--- src/rtl/multichannel_adc_level_period_tracker_defines.svh ---
// Assertion macros used by the tracker RTL.
`ifndef MULTICHANNEL_ADC_LEVEL_PERIOD_TRACKER_DEFINES_SVH
`define MULTICHANNEL_ADC_LEVEL_PERIOD_TRACKER_DEFINES_SVH

`ifndef SYNTHESIS
`define MALPT_ASSERT_IMP(lbl, ante, cons, msg) \
  lbl: assert property (@(posedge clk) disable iff (!rst_n) (ante) |-> (cons)) \
    else $error(msg);
`define MALPT_ASSERT_NXT(lbl, ante, cons, msg) \
  lbl: assert property (@(posedge clk) disable iff (!rst_n) (ante) |=> (cons)) \
    else $error(msg);
`else
`define MALPT_ASSERT_IMP(lbl, ante, cons, msg)
`define MALPT_ASSERT_NXT(lbl, ante, cons, msg)
`endif

`endif

--- src/rtl/malpt_pkg.sv ---
`timescale 1ns / 1ps
package malpt_pkg;

  localparam int NUM_CHANNELS = 8;
  localparam int SAMPLE_BITS  = 12;

  localparam int CH_W    = $clog2(NUM_CHANNELS);
  localparam int IN_CH_W = 4;
  localparam int OUT_CH_W = 3;
  localparam int RAW_W   = 12;
  localparam int AVG_W   = 12;
  localparam int SUM_W   = 32;
  localparam int CNT_W   = 16;
  localparam int TICK_W  = 32;
  localparam int TP_W    = 16;
  localparam int TH_W    = 16;
  localparam int EN_W    = 8;
  localparam int CFG_W   = 16;
  localparam int CFG_IDX_W = 2;

  localparam int CMP_W = (SAMPLE_BITS + 3 > TH_W + 2) ? SAMPLE_BITS + 3 : TH_W + 2;

  localparam int MUL_STEPS = TP_W;
  localparam int DIV_STEPS = SUM_W;
  localparam int MAX_STEPS_A = (MUL_STEPS > DIV_STEPS) ? MUL_STEPS : DIV_STEPS;
  localparam int MAX_STEPS = (MAX_STEPS_A > NUM_CHANNELS) ? MAX_STEPS_A : NUM_CHANNELS;
  localparam int STEP_W = $clog2(MAX_STEPS);

  localparam logic [EN_W-1:0] EN_RST      = 8'd255;
  localparam logic [TH_W-1:0] TH_HI_RST   = 16'd2500;
  localparam logic [TH_W-1:0] TH_LO_RST   = 16'd1000;
  localparam logic [TP_W-1:0] TP_RST      = 16'd100;

  typedef enum logic [1:0] {
    MODE_TICK   = 2'd0,
    MODE_SAMPLE = 2'd1,
    MODE_READ   = 2'd2,
    MODE_SELECT = 2'd3
  } mode_t;

  typedef enum logic [CFG_IDX_W-1:0] {
    CFG_CH_EN   = 2'd0,
    CFG_TH_HI   = 2'd1,
    CFG_TH_LO   = 2'd2,
    CFG_TICK_US = 2'd3
  } cfg_idx_t;

endpackage

--- src/rtl/multichannel_adc_level_period_tracker.sv ---
`timescale 1ns / 1ps
// Channel   Handshake            Payload
// in_       in_valid/in_ready    in_mode, in_channel, in_sample_value
// out_      out_valid/out_ready  out_channel, out_average, out_period_us,
//                                out_rising_edge, out_level, out_accepted
// cfg_      cfg_we               cfg_index, cfg_data
//
// One request at a time; a tick, a sample without a rising edge or an idle read goes
// from the execute state straight to the done state, where its result is registered;
// a rising edge first runs the bit-serial period multiplier, a read of a nonempty
// channel the bit-serial divider, a select the channel scan.
// A new request is taken the cycle after its result is registered, while it waits.
// Synchronous active-low reset clears the channel stores, tick counter, levels and output
// valid, and loads the config defaults. A stalled output holds the finished request until taken.
`include "multichannel_adc_level_period_tracker_defines.svh"

module multichannel_adc_level_period_tracker
  import malpt_pkg::*;
(
  input  logic                 clk,
  input  logic                 rst_n,
  input  logic                 in_valid,
  output logic                 in_ready,
  input  logic [1:0]           in_mode,
  input  logic [IN_CH_W-1:0]   in_channel,
  input  logic [RAW_W-1:0]     in_sample_value,
  output logic                 out_valid,
  input  logic                 out_ready,
  output logic [OUT_CH_W-1:0]  out_channel,
  output logic [AVG_W-1:0]     out_average,
  output logic [TICK_W-1:0]    out_period_us,
  output logic                 out_rising_edge,
  output logic                 out_level,
  output logic                 out_accepted,
  input  logic                 cfg_we,
  input  logic [CFG_IDX_W-1:0] cfg_index,
  input  logic [CFG_W-1:0]     cfg_data
);

  typedef enum logic [5:0] {
    S_IDLE = 6'b000001,
    S_EXEC = 6'b000010,
    S_MUL  = 6'b000100,
    S_DIV  = 6'b001000,
    S_SEL  = 6'b010000,
    S_DONE = 6'b100000
  } state_t;

  state_t state_r, state_nxt;

  logic [EN_W-1:0]        en_r;
  logic [TH_W-1:0]        th_hi_r;
  logic [TH_W-1:0]        th_lo_r;
  logic [TP_W-1:0]        tp_r;

  logic [SUM_W-1:0]       sum_r  [NUM_CHANNELS];
  logic [CNT_W-1:0]       cnt_r  [NUM_CHANNELS];
  logic [TICK_W-1:0]      edge_r [NUM_CHANNELS];
  logic [NUM_CHANNELS-1:0] lvl_r;
  logic [TICK_W-1:0]      tick_r;
  logic [CH_W-1:0]        cur_r;

  mode_t                  mode_r;
  logic [IN_CH_W-1:0]     ch_r;
  logic [SAMPLE_BITS-1:0] raw_r;
  logic [CH_W-1:0]        idx_r;
  logic [STEP_W-1:0]      step_r;

  logic [TICK_W-1:0]      mcand_r;
  logic [TP_W-1:0]        mplier_r;
  logic [TICK_W-1:0]      prod_r;
  logic [SUM_W-1:0]       quo_r;
  logic [CNT_W-1:0]       rem_r;
  logic [CNT_W-1:0]       div_r;

  logic [OUT_CH_W-1:0]    res_ch_r;
  logic                   res_edge_r;
  logic                   res_lvl_r;
  logic                   res_acc_r;
  logic                   res_avg_en_r;
  logic                   out_valid_r;

  logic [CMP_W-1:0]       raw5;
  logic [CMP_W-1:0]       hi4;
  logic [CMP_W-1:0]       lo4;
  logic                   go_hi;
  logic                   go_lo;
  logic                   ch_ok;
  logic [SUM_W-1:0]       sum_sel;
  logic [CNT_W-1:0]       cnt_sel;
  logic [TICK_W-1:0]      edge_sel;
  logic                   lvl_sel;
  logic                   new_lvl;
  logic                   is_edge;
  logic [IN_CH_W-1:0]     cand4;
  logic [IN_CH_W-1:0]     cur4;
  logic                   cand_en;
  logic [CNT_W:0]         div_shl;
  logic [CNT_W:0]         div_dif;
  logic                   div_take;
  logic [AVG_W-1:0]       avg_sat;
  logic                   out_free;
  logic                   in_acc;

  function automatic logic [CH_W-1:0] ch_inc(input logic [CH_W-1:0] c);
    ch_inc = (c == CH_W'(NUM_CHANNELS - 1)) ? '0 : c + 1'b1;
  endfunction

  assign in_ready = (state_r == S_IDLE);
  assign in_acc   = in_valid && in_ready;
  assign out_free = !out_valid_r || out_ready;
  assign out_valid = out_valid_r;

  assign raw5  = CMP_W'({raw_r, 2'b00}) + CMP_W'(raw_r);
  assign hi4   = CMP_W'({th_hi_r, 2'b00});
  assign lo4   = CMP_W'({th_lo_r, 2'b00});
  assign go_hi = raw5 > hi4;
  assign go_lo = raw5 < lo4;
  assign ch_ok = {1'b0, ch_r} < (IN_CH_W + 1)'(NUM_CHANNELS);

  assign sum_sel  = sum_r[idx_r];
  assign cnt_sel  = cnt_r[idx_r];
  assign edge_sel = edge_r[idx_r];
  assign lvl_sel  = lvl_r[idx_r];
  assign new_lvl  = go_hi ? 1'b1 : (go_lo ? 1'b0 : lvl_sel);
  assign is_edge  = go_hi && !lvl_sel;

  assign cand4   = IN_CH_W'(idx_r);
  assign cur4    = IN_CH_W'(cur_r);
  assign cand_en = !cand4[IN_CH_W-1] && en_r[cand4[OUT_CH_W-1:0]];

  assign div_shl  = {rem_r, quo_r[SUM_W-1]};
  assign div_dif  = div_shl - {1'b0, div_r};
  assign div_take = !div_dif[CNT_W];
  assign avg_sat  = (|quo_r[SUM_W-1:AVG_W]) ? '1 : quo_r[AVG_W-1:0];

  always_comb begin
    state_nxt = state_r;
    unique case (state_r)
      S_IDLE: begin
        if (in_valid) state_nxt = S_EXEC;
      end
      S_EXEC: begin
        unique case (mode_r)
          MODE_TICK:   state_nxt = S_DONE;
          MODE_SAMPLE: state_nxt = (ch_ok && is_edge) ? S_MUL : S_DONE;
          MODE_READ:   state_nxt = (ch_ok && cnt_sel != '0) ? S_DIV : S_DONE;
          MODE_SELECT: state_nxt = S_SEL;
          default:     state_nxt = S_DONE;
        endcase
      end
      S_MUL: begin
        if (step_r == STEP_W'(MUL_STEPS - 1)) state_nxt = S_DONE;
      end
      S_DIV: begin
        if (step_r == STEP_W'(DIV_STEPS - 1)) state_nxt = S_DONE;
      end
      S_SEL: begin
        if (cand_en || step_r == STEP_W'(NUM_CHANNELS - 1)) state_nxt = S_DONE;
      end
      S_DONE: begin
        if (out_free) state_nxt = S_IDLE;
      end
      default: state_nxt = S_IDLE;
    endcase
  end

  always_ff @(posedge clk) begin
    if (!rst_n) begin
      state_r      <= S_IDLE;
      en_r         <= EN_RST;
      th_hi_r      <= TH_HI_RST;
      th_lo_r      <= TH_LO_RST;
      tp_r         <= TP_RST;
      for (int i = 0; i < NUM_CHANNELS; i++) begin
        sum_r[i]  <= '0;
        cnt_r[i]  <= '0;
        edge_r[i] <= '0;
      end
      lvl_r        <= '0;
      tick_r       <= '0;
      cur_r        <= '0;
      out_valid_r  <= 1'b0;
      res_ch_r     <= '0;
      res_edge_r   <= 1'b0;
      res_lvl_r    <= 1'b0;
      res_acc_r    <= 1'b0;
      res_avg_en_r <= 1'b0;
    end else begin
      state_r <= state_nxt;

      if (cfg_we) begin
        unique case (cfg_index)
          CFG_CH_EN:   en_r    <= cfg_data[EN_W-1:0];
          CFG_TH_HI:   th_hi_r <= cfg_data[TH_W-1:0];
          CFG_TH_LO:   th_lo_r <= cfg_data[TH_W-1:0];
          CFG_TICK_US: tp_r    <= cfg_data[TP_W-1:0];
          default: ;
        endcase
      end

      if (state_r == S_EXEC) begin
        res_ch_r     <= (mode_r == MODE_TICK) ? cur4[OUT_CH_W-1:0] : ch_r[OUT_CH_W-1:0];
        res_edge_r   <= ch_ok && (mode_r == MODE_SAMPLE) && is_edge;
        res_lvl_r    <= ch_ok && ((mode_r == MODE_SAMPLE) ? new_lvl
                                                           : (mode_r == MODE_READ) && lvl_sel);
        res_acc_r    <= ch_ok && (mode_r == MODE_SAMPLE || mode_r == MODE_READ);
        res_avg_en_r <= ch_ok && (mode_r == MODE_READ);
        unique case (mode_r)
          MODE_TICK: begin
            tick_r <= tick_r + 1'b1;
          end
          MODE_SAMPLE: begin
            if (ch_ok) begin
              if (cnt_sel != '1) begin
                sum_r[idx_r] <= sum_sel + SUM_W'(raw_r);
                cnt_r[idx_r] <= cnt_sel + 1'b1;
              end
              lvl_r[idx_r] <= new_lvl;
              if (is_edge) edge_r[idx_r] <= tick_r;
            end
          end
          MODE_READ: begin
            if (ch_ok) begin
              sum_r[idx_r] <= '0;
              cnt_r[idx_r] <= '0;
            end
          end
          MODE_SELECT: ;
          default: ;
        endcase
      end

      if (state_r == S_SEL && (cand_en || step_r == STEP_W'(NUM_CHANNELS - 1))) begin
        cur_r     <= idx_r;
        res_ch_r  <= cand4[OUT_CH_W-1:0];
        res_lvl_r <= lvl_sel;
      end

      if (state_r == S_DONE && out_free) begin
        out_valid_r <= 1'b1;
      end else if (out_ready) begin
        out_valid_r <= 1'b0;
      end
    end
  end

  always_ff @(posedge clk) begin
    if (in_acc) begin
      mode_r <= mode_t'(in_mode);
      ch_r   <= in_channel;
      raw_r  <= SAMPLE_BITS'(in_sample_value);
      idx_r  <= (mode_t'(in_mode) == MODE_SELECT) ? ch_inc(cur_r) : in_channel[CH_W-1:0];
    end

    unique case (state_r)
      S_EXEC: begin
        step_r   <= '0;
        mcand_r  <= tick_r - edge_sel;
        mplier_r <= tp_r;
        prod_r   <= '0;
        quo_r    <= (cnt_sel != '0) ? sum_sel : '0;
        rem_r    <= '0;
        div_r    <= cnt_sel;
      end
      S_MUL: begin
        step_r   <= step_r + 1'b1;
        prod_r   <= prod_r + (mplier_r[0] ? mcand_r : '0);
        mcand_r  <= {mcand_r[TICK_W-2:0], 1'b0};
        mplier_r <= {1'b0, mplier_r[TP_W-1:1]};
      end
      S_DIV: begin
        step_r <= step_r + 1'b1;
        rem_r  <= div_take ? div_dif[CNT_W-1:0] : div_shl[CNT_W-1:0];
        quo_r  <= {quo_r[SUM_W-2:0], div_take};
      end
      S_SEL: begin
        step_r <= step_r + 1'b1;
        if (!cand_en) idx_r <= ch_inc(idx_r);
      end
      default: ;
    endcase

    if (state_r == S_DONE && out_free) begin
      out_channel     <= res_ch_r;
      out_average     <= res_avg_en_r ? avg_sat : '0;
      out_period_us   <= res_edge_r ? prod_r : '0;
      out_rising_edge <= res_edge_r;
      out_level       <= res_lvl_r;
      out_accepted    <= res_acc_r;
    end
  end

  `MALPT_ASSERT_IMP(a_edge_sets_level, out_valid_r && out_rising_edge, out_level && out_accepted, "rising edge without high level")
  `MALPT_ASSERT_IMP(a_ignored_zero, out_valid_r && !out_accepted, out_average == '0 && out_period_us == '0 && !out_rising_edge, "ignored request with nonzero result")
  `MALPT_ASSERT_IMP(a_div_nonzero, state_r == S_DIV, div_r != '0, "divide by zero count")
  `MALPT_ASSERT_NXT(a_done_holds, state_r == S_DONE && out_valid_r && !out_ready, state_r == S_DONE, "finished request left while output stalled")

endmodule

--- config.mk ---
export PLATFORM = sky130hd
export DESIGN_NAME = multichannel_adc_level_period_tracker
export DESIGN_NICKNAME = d
export VERILOG_FILES = /design/src/rtl/malpt_pkg.sv /design/src/rtl/multichannel_adc_level_period_tracker.sv
export VERILOG_INCLUDE_DIRS = /design/src /design/src/rtl
export SDC_FILE = /design/constraint.sdc
export NUM_CORES = 2
export LEC_CHECK = 0
export BUFFER_PORTS_ARGS = -buffer_cell sky130_fd_sc_hd__buf_2
export CORE_UTILIZATION = 44
export DETAILED_ROUTE_END_ITERATION = 8
export GPL_TIMING_DRIVEN = 0
export PLACE_DENSITY = 0.66
export SLEW_MARGIN = 15
export SYNTH_ARGS = -nofsm -noshare
export SYNTH_HDL_FRONTEND = slang
export SYNTH_SLANG_ARGS = --single-unit
--- constraint.sdc ---
create_clock -name clk -period 8.29 [get_ports clk]
set_input_delay 0.4145 -clock clk [delete_from_list [all_inputs] [get_ports clk]]
set_output_delay 0.4145 -clock clk [all_outputs]
set_load 0.05 [all_outputs]
==> key figures <==
Pwr
  • Power Density: between 200 and 300 mW/mm2
  • Tot Pwr: 15.3 mW
  • Leak: ~20 nW
  • Worst IR Drop VDD: 0.000179 V

CTS
  • Root Buffer: clkbuf_16
  • Worst-path clk slew: 60 ps
  • CTS buffer count: 98
  • CTS tree: built
  • H-tree Lvls: 3
  • Clock Sinks: 973
  • Clock latency on the worst-skew pair: 690 ps
  • CTS max path bufs: 3
  • Post-CTS Setup Inserts: 0

Routing
  • WL per Instance: 25.9 um
  • DRT iter0 DRCs: 4193
  • DR vias/cell: 6.05
  • # DRC: 0
  • Router iterations before antenna repair: 6
  • Final ANT Viol Nets: 0
  • Final wirelength: 152000 um
  • Vias: roughly 36000

Final layout
  • Final Core Density: between 50% and 60%
  • Nets: 4574
  • Share of cells above drive strength 1: roughly an eighth
  • Commonest cells after routing, fill and taps aside: edfxtp_1 (857), nor2_1 (556), nand2_1 (386)
  • Area grow syn2layout: 13.3%
  • Non-filler cells, final: 5875
  • Fillcell total: 9433
  • Most common cell after layout, fill and taps aside: edfxtp_1

Synth
  • Asr flop ratio synth: 0%
  • Mapped cell area: about 0.048 mm2
  • Syn. warnings: 0
  • Post-synth EDFFs: about 860
  • Sequential-to-total area share from yosys stat: about three fifths
  • Post-synthesis instance total: 4152
  • Mapped Nets: 4337
  • Syn Area/Cell: 11.5 um2
  • Top FF cell, synth: edfxtp_1
  • FF+latch count, synth: approximately 970
  • Synth cell types: 103

Place
  • HPWL Detailed: roughly 100000 um
  • Placed Cells incl. Taps: 5669
  • DP Worst Slack: 1010 ps
  • Number of port buffers: 91
  • Gp weighted congestion: ~0.9

STA
  • RSZ-0062 raised after global routing: false
  • Fmax: 135 MHz
  • Endpoints failing setup: 0
  • Final hold violations: 0
  • Worst clock skew: between 20 and 25 ps
  • Setup ws final: between 800 and 900 ps
  • Max Slew Vio Count: 0
  • Slew @ Worst Pin: around 1300 ps
  • Worst slew margin: around 14%
  • Final worst-path cycle share: a little under 90%
  • Final worst path period need: 7410 ps

Worst setup path
  • Crit path launch type: register
  • Worst setup EP type: register
  • WP data arrival: approximately 7800 ps
  • Data required, critical path: 8680 ps
  • WS Path Type: register to register
  • Max FO, Critical Path: 10
  • R2R depth: 22

GRT
  • First-pass GRT wire length: between 200000 and 250000 um
  • Total grt overflow: 0
  • Largest net degree at the start of global routing: 47
  • Antenna violations before repair: 2
  • Vias in the first global route: 34100
  • Total GRT Usage: 27.6%

Min path
  • Hold path cells: 3
  • Class of the worst hold path: input port to register

Die
  • Initial Util: between 40% and 50%
  • Die ar.: around 0.11 mm2
  • Core ar.: 0.107 mm2
  • Core Rows: 120
  • Die Height: 331 um
  • IO Count: 93
  • DIE WIDTH: around 330 um

Job
  • MaxCap Viol Count: 0

Outcome
  • Status: finished clean
-- cells in the mapped netlist (61+ instances only) --
master	number	share of area [%]
nor3_1	63	0.66
o21ai_0	110	1.2
nand2_1	397	3.1
dfxtp_1	116	4.9
nor2_1	559	4.4
clkbuf_1	174	1.4
and3_1	279	3.7
and2_1	83	1.1
mux2i_1	61	1.3
xnor2_1	76	1.4
a22oi_1	87	1.4
a21oi_1	185	1.9
a221oi_1	61	1.1
inv_1	96	0.76
edfxtp_1	857	54
ha_1	139	3.7
-- stage by stage --
stage	hold WS, ps	TNS [ps]	instance area [um2]
6_report	24.8	0	53900
3_5_place_dp	420	0	50500
5_1_grt	24.6	0	53900
3_3_place_gp	414	-331540	49800
4_1_cts	1.17	0	53900
2_1_floorplan	408	0	47600
-- power breakdown --
| part | internal, mW | switching [mW] |
|---|---|---|
| Combinational | 1.53 | 3.56 |
| Sequential | 5.62 | 0.0963 |
| Clock | 2.49 | 1.97 |
-- cell families (layout without fill, tap and decap cells) --
group,Yosys count,count (layout),synth area share (%)
other cells,0,3,0
flops,973,973,59.0
fa+ha+maj,144,144,3.87
xor+xnor,127,127,2.39
simple gates,1657,1657,16.9
buf+inv,392,709,4.00
compound gates,738,738,10.7
mux,121,121,3.18
-- area by class of cell --
| cell class | instances | area, um2 | share of cell area, % |
|---|---|---|---|
| inverters | 99 | 372 | 0.690 |
| multi-input cells | 2787 | 17800 | 33.0 |
| plain buffers | 293 | 1530 | 2.84 |
| clock buffers | 123 | 2660 | 4.94 |
| flip-flops and latches | 973 | 28100 | 52.1 |
| diodes | 3 | 7.51 | 0.0139 |
| repair buffers | 137 | 1260 | 2.33 |
| well taps | 1403 | 1760 | 3.26 |
| clock inverters | 57 | 490 | 0.910 |
-- layer usage --
layer	global-route usage (%)	vias to the layer above	routed length (um)	part of all wire (%)
met2	43.2	1989	68700	45
met4	15.4	2	9370	6.2
li1	-	15700	-	-
met5	0	-	12	0.0079
met1	36.3	17400	60200	40
met3	4.79	423	14000	9.2
-- sequential cells by signal (all words and copies together), names as in the netlist, 4 cells and up --
| name | count |
|---|---|
| mcand_r | 32 |
| tick_r | 32 |
| out_period_us | 32 |
| div_r | 16 |
| cnt_r | 128 |
| out_average | 12 |
| en_r | 8 |
| ch_r | 4 |
| th_lo_r | 16 |
| raw_r | 12 |
| quo_r | 32 |
| step_r | 5 |
| sum_r | 256 |
| mplier_r | 16 |
| state_r | 6 |
| edge_r | 256 |
| tp_r | 16 |
| prod_r | 32 |
| rem_r | 16 |
| lvl_r | 8 |
| th_hi_r | 16 |
-- repair_timing --
action                                 in CTS  in global routing
endpoints found under the hold margin      36                  0
hold buffers                               23                  0
resized for setup                           0                  0
-- critical path: stages (launching register included) --
cell and delay (ps):
dfxtp_1 420, buf_2 300, buf_6 210, buf_6 170, buf_6 200, buf_6 230, buf_6 230, and3_1 170
clkbuf_1 420, clkbuf_1 970, clkbuf_1 620, a22oi_1 190, and3_1 270, ha_1 200, and2_1 180, or2_2 290
o31ai_1 540, o31ai_1 220, a21o_1 230, a221o_1 340, o31ai_1 270, mux2i_1 270, o211ai_1 130
-- path summary, 6_finish.rpt --
path,startpoint,to,slack (ps)
max,idx_r[2],mcand_r[20],880
min,cfg_data[4],th_hi_r[4],20
max reg2reg,idx_r[2],mcand_r[20],880
min reg2reg,res_ch_r[1],out_channel[1],440
(Power assumes the default switching activity.)
